**src/click_sound_synthesizer_assert.svh**
```systemverilog
// Assertion macros for the click sound synthesizer.
// Each macro takes a label, a condition and a consequence, and
// checks them on i_clk with i_rst_n low disabling the check.
`ifndef CLICK_SOUND_SYNTHESIZER_ASSERT_SVH
`define CLICK_SOUND_SYNTHESIZER_ASSERT_SVH
`ifndef SYNTHESIS
`define CSS_ASSERT_NOW(label, ante, cons) \
    label: assert property (@(posedge i_clk) disable iff (!i_rst_n) (ante) |-> (cons)) \
        else $error("click synth assertion failed");
`define CSS_ASSERT_NEXT(label, ante, cons) \
    label: assert property (@(posedge i_clk) disable iff (!i_rst_n) (ante) |=> (cons)) \
        else $error("click synth assertion failed");
`else
`define CSS_ASSERT_NOW(label, ante, cons)
`define CSS_ASSERT_NEXT(label, ante, cons)
`endif
`endif

```
**src/css_ram.sv**
```systemverilog
module css_ram #(
    parameter int unsigned WIDTH = 8,
    parameter int unsigned DEPTH = 16
) (
    input  logic                     i_clk,
    input  logic                     i_we,
    input  logic [$clog2(DEPTH)-1:0] i_waddr,
    input  logic [WIDTH-1:0]         i_wdata,
    input  logic [$clog2(DEPTH)-1:0] i_raddr,
    output logic [WIDTH-1:0]         o_rdata
);

    logic [WIDTH-1:0] r_mem [DEPTH];
    logic [WIDTH-1:0] r_rdata;

    always_ff @(posedge i_clk) begin
        if (i_we) begin
            r_mem[i_waddr] <= i_wdata;
        end
        r_rdata <= r_mem[i_raddr];
    end

    assign o_rdata = r_rdata;

endmodule

```
**config.mk**
```make
export PLATFORM = sky130hd
export DESIGN_NAME = css_ram
export DESIGN_NICKNAME = d
export VERILOG_FILES = /design/src/click_sound_synthesizer_assert.svh /design/src/css_ram.sv
export SDC_FILE = /design/constraint.sdc
export NUM_CORES = 1
export LEC_CHECK = 0
export ABC_AREA = 1
export BUFFER_PORTS_ARGS = -buffer_cell sky130_fd_sc_hd__buf_2
export CORE_MARGIN = 5
export CORE_UTILIZATION = 61
export CTS_CLUSTER_SIZE = 20
export DETAILED_ROUTE_END_ITERATION = 6
export HOLD_SLACK_MARGIN = 0.08
export PLACE_DENSITY_LB_ADDON = 0.1
export SLEW_MARGIN = 20
export SYNTH_ARGS = -nofsm -noshare
export SYNTH_HDL_FRONTEND = slang
export SYNTH_SLANG_ARGS = --single-unit
```
**constraint.sdc**
```tcl
create_clock -name i_clk -period 1.2 [get_ports i_clk]
set_input_delay 0.12 -clock i_clk [delete_from_list [all_inputs] [get_ports i_clk]]
set_output_delay 0.12 -clock i_clk [all_outputs]
set_load 0.05 [all_outputs]
```
==> results.md <==
GRT:
- Entering global routing, the biggest net connects 57 pins.
- The remaining global-route overflow is 0.
- The global router's overall resource usage is between 20% and 30%.
- The global-route wire length before repair is around 20000 um.
- The number of global-route vias before repair is ~3800.
- The number of antenna violations at the first check in global routing is 0.

Layout:
- The final design instance area without fill is just under 0.007 mm^2.
- The number of nets in the layout is approximately 630.
- Excluding fillers, the count of instances in the completed layout stands at about 750.
- The number of antenna diodes in the final layout is 0.
- Counting the fill cells in the layout gives between 600 and 700.
- Of the cells placed in the final design, the portion with a size suffix greater than 1 is approximately 14%.
- Relative to the synthesized area, the layout overhead comes to 19.0%.
- The utilization after layout is about three quarters.

Floorplan:
- Once the floorplan was initialized, standard cells occupied 62.4% of the core.
- The number of primary I/O pins is 26.
- The area of the die is around 0.011 mm^2.
- From bottom edge to top edge, the die measures about 110 um.
- The die width is approximately 110 um.
- The total core area is between 0.009 and 0.01 mm^2.
- After floorplanning, the core was divided into 35 placement rows.

Synth:
- The total standard cell area after synthesis is around 0.0058 mm^2.
- Synthesis handed over a netlist of between 500 and 600 instances.
- The sequential area share after synthesis is between 60% and 70%.
- The count of cell types in the netlist is 12.
- The most common cell in the synthesized netlist is sky130_fd_sc_hd__nand2_1.
- The synthesized flop and latch total is around 140.
- The post-synthesis area per instance is about 10 um^2.
- Synthesis produced a netlist with a net count of between 500 and 600.
- Counting flops with an async set or reset pin after synthesis yields a share of 0%.
- The most used flip-flop cell after synthesis is sky130_fd_sc_hd__edfxtp_1.
- The synthesized design contains roughly 130 enable-type register cells.
- The fraction of post-synthesis cell area in the top cell type by area is about 67%.
- Ranked by total cell area, the synthesized netlist is headed by sky130_fd_sc_hd__edfxtp_1 (67%), sky130_fd_sc_hd__nand2_1 (11%), sky130_fd_sc_hd__nand3_1 (8.4%).
- The commonest cells after synthesis are sky130_fd_sc_hd__nand2_1 (173), sky130_fd_sc_hd__edfxtp_1 (128), sky130_fd_sc_hd__inv_1 (100).
- The post-synthesis cell type with the largest combined area is sky130_fd_sc_hd__edfxtp_1.
- For this run, the number of Yosys warnings is 0.

Min path:
- The depth of the worst hold-timing path is 5.
- The worst hold path terminates at o_rdata[7].
- The critical hold path startpoint is i_raddr[2].
- The class of the tightest hold or removal check is in -> reg.

Place:
- After legalization and detailed placement, the total HPWL measured approximately 7600 um.
- After detailed placement, the total cell area comes to a little over 0.006 mm^2.
- The last weighted congestion value of the routability-driven placer is around 0.83.
- Including well taps, the total number of placed cells is ~700.
- The number of buffers inserted by port buffering is 25.
- Timing analysis after detailed placement gives a worst setup slack of 4.56 ps.

CTS:
- The clock edge transition at the registers on the reported setup and hold paths is about 60 ps.
- The TritonCTS clock tree is done.
- The clock reaches the later pin of the worst-skew pair after between 500 and 600 ps.
- Buffers added to address setup during post-CTS repair amount to 0.
- The clock tree root buffer cell is sky130_fd_sc_hd__clkbuf_8.
- Counting the buffers created by CTS gives 17.
- The tree built by TritonCTS fans out to ~140 sinks.
- CTS built an H-tree with a depth of 4.
- In this run the deepest clock path goes through 2 buffers.

Pwr:
- Across the VDD grid, the largest voltage drop is ~1.1 mV.
- The completed layout was analyzed and its total power is ~11 mW.
- The leakage power is between 3 and 4 nW.
- The total power divided by cell area is between 1500 and 2000 mW/mm^2.

Setup path:
- The kind of cell with the highest combined delay along the critical path is flip-flops.
- The worst register-to-register path has a setup slack of 130 ps.
- The critical path goes through buf_4.
- The worst register-to-register path ends at o_rdata[6].
- The startpoint class of the critical path is a register.
- The largest incremental delay on the critical path is approximately 320 ps.
- For the worst setup path, the data required time is about 1100 ps.
- The slowest stage cell on the critical path is sky130_fd_sc_hd__dfxtp_1.
- In this run the worst path has a maximum fanout of 1.
- The worst setup path is of the reg -> out kind.
- The worst reg2reg path startpoint is r_mem[5][6].
- The worst setup path is captured at an output port.
- The data arrival time of the worst path is 1030 ps.
- The number of cells on the worst reg-to-reg path is 6.
- Counting both buffers and inverters, the worst setup path holds a total of 1.

STA:
- Summed over all failing endpoints, the final setup total negative slack is 0 ps.
- The portion of the clock cycle consumed by the worst path in the final layout is 96.2%.
- Setup violations remaining at the end of the flow were counted as 0.
- Across the routed clock network, the largest skew measured is around 7.4 ps.
- The shortest period the worst path allows is around 1200 ps.
- The peak clock frequency supported by timing is slightly below 0.9 GHz.
- The total count of hold-check failures in the final report is 0.
- At the pin with the least slew margin, the transition time is between 400 and 500 ps.
- Setup repair after global routing left no endpoint under its margin.
- The total count of max-transition violations in the final report is 0.
- Hold is met by 125 ps.
- The relative slew slack is between 70% and 80%.
- Setup slack closes at 45.8 ps.

Outcome:
- The flow ran to the end, and the final reports show no timing, DRC or antenna violations.

Drt:
- The total DRC errors in the routed layout is 0.
- The first routing iteration left 357 violations.
- The number of detailed-route iterations in the first pass is 5.
- The via count of the routed design is slightly below 4000.
- After detailed routing, the average wire length per cell comes to approximately 17 um.
- After detailed routing, the number of vias per cell comes to a little over 5.
- The final wirelength is about 13000 um.
- The post-route antenna net violation count is 0.

Run:
- Across the run, the number of max-cap violations was 0.
==> repair_timing <==
item	CTS	global route
resized for setup	9	1
endpoints found under the hold margin	136	0
hold buffers	9	0
pin swaps	0	0
endpoints found under the setup margin	8	1
==> where the power goes <==
part           total [mW]  switching [mW]  internal [mW]
Sequential           5.34          0.0336           5.31
Clock                5.17            1.99           3.18
Combinational       0.831           0.569          0.263
Total                11.3            2.59           8.75
==> area by class of cell <==
class | instances | area (um^2) | share of cell area, %
clock buffers | 18 | 418 | 6.09
clock inverters | 14 | 175 | 2.55
inverters | 102 | 383 | 5.58
multi-input cells | 289 | 1210 | 17.7
flip-flops and latches | 136 | 4000 | 58.3
well taps | 129 | 161 | 2.35
repair buffers | 61 | 508 | 7.40
==> worst max path at each step <==
stage / start / endpoint / slack [ps] / cells past startpoint
5_1_grt: o_rdata[4] / o_rdata[4] / 10 / 1
4_1_cts: o_rdata[3] / o_rdata[3] / 0.3 / 1
3_5_place_dp: i_raddr[0] / o_rdata[7] / 5 / 8
3_3_place_gp: i_raddr[0] / o_rdata[4] / 20 / 7
2_1_floorplan: i_waddr[2] / r_mem[10][0] / 130 / 2
6_report: o_rdata[7] / o_rdata[7] / 50 / 1
==> registers in the layout, summed over array words and instances (netlist names) <==
name	cells
o_rdata	8
r_mem	128
==> routing by layer <==
layer	vias to the layer above	track usage, %	share of wire [%]
li1	1890	-	-
met1	1838	31.7	40
met2	140	40.5	51
met3	17	4.58	7.7
met4	0	7.76	1.6
met5	-	0	0
==> cell families after synthesis <==
kind of cell | after synthesis | share of synthesized area [%]
and+or+nand+nor | 289 | 21.0
buffers and inverters | 126 | 9.52
DFF | 136 | 69.4
==> cells in the final DEF, fill, tap and decap left out <==
cell type	count
sky130_fd_sc_hd__nand2_1	173
sky130_fd_sc_hd__edfxtp_1	128
sky130_fd_sc_hd__inv_1	100
sky130_fd_sc_hd__nand3_1	97
sky130_fd_sc_hd__buf_4	28
sky130_fd_sc_hd__nor2_1	17
sky130_fd_sc_hd__buf_2	17
sky130_fd_sc_hd__clkbuf_16	16
sky130_fd_sc_hd__dlygate4sd3_1	9
sky130_fd_sc_hd__dfxtp_1	8
sky130_fd_sc_hd__buf_12	5
sky130_fd_sc_hd__clkinv_4	4
sky130_fd_sc_hd__clkinvlp_4	3
sky130_fd_sc_hd__bufinv_16	3
sky130_fd_sc_hd__inv_2	2
sky130_fd_sc_hd__nand3b_1	2
sky130_fd_sc_hd__clkinv_2	2
sky130_fd_sc_hd__inv_6	2
sky130_fd_sc_hd__buf_6	2
sky130_fd_sc_hd__clkbuf_8	1
sky130_fd_sc_hd__clkbuf_1	1
Note: power is estimated with default switching activity, not from simulation.
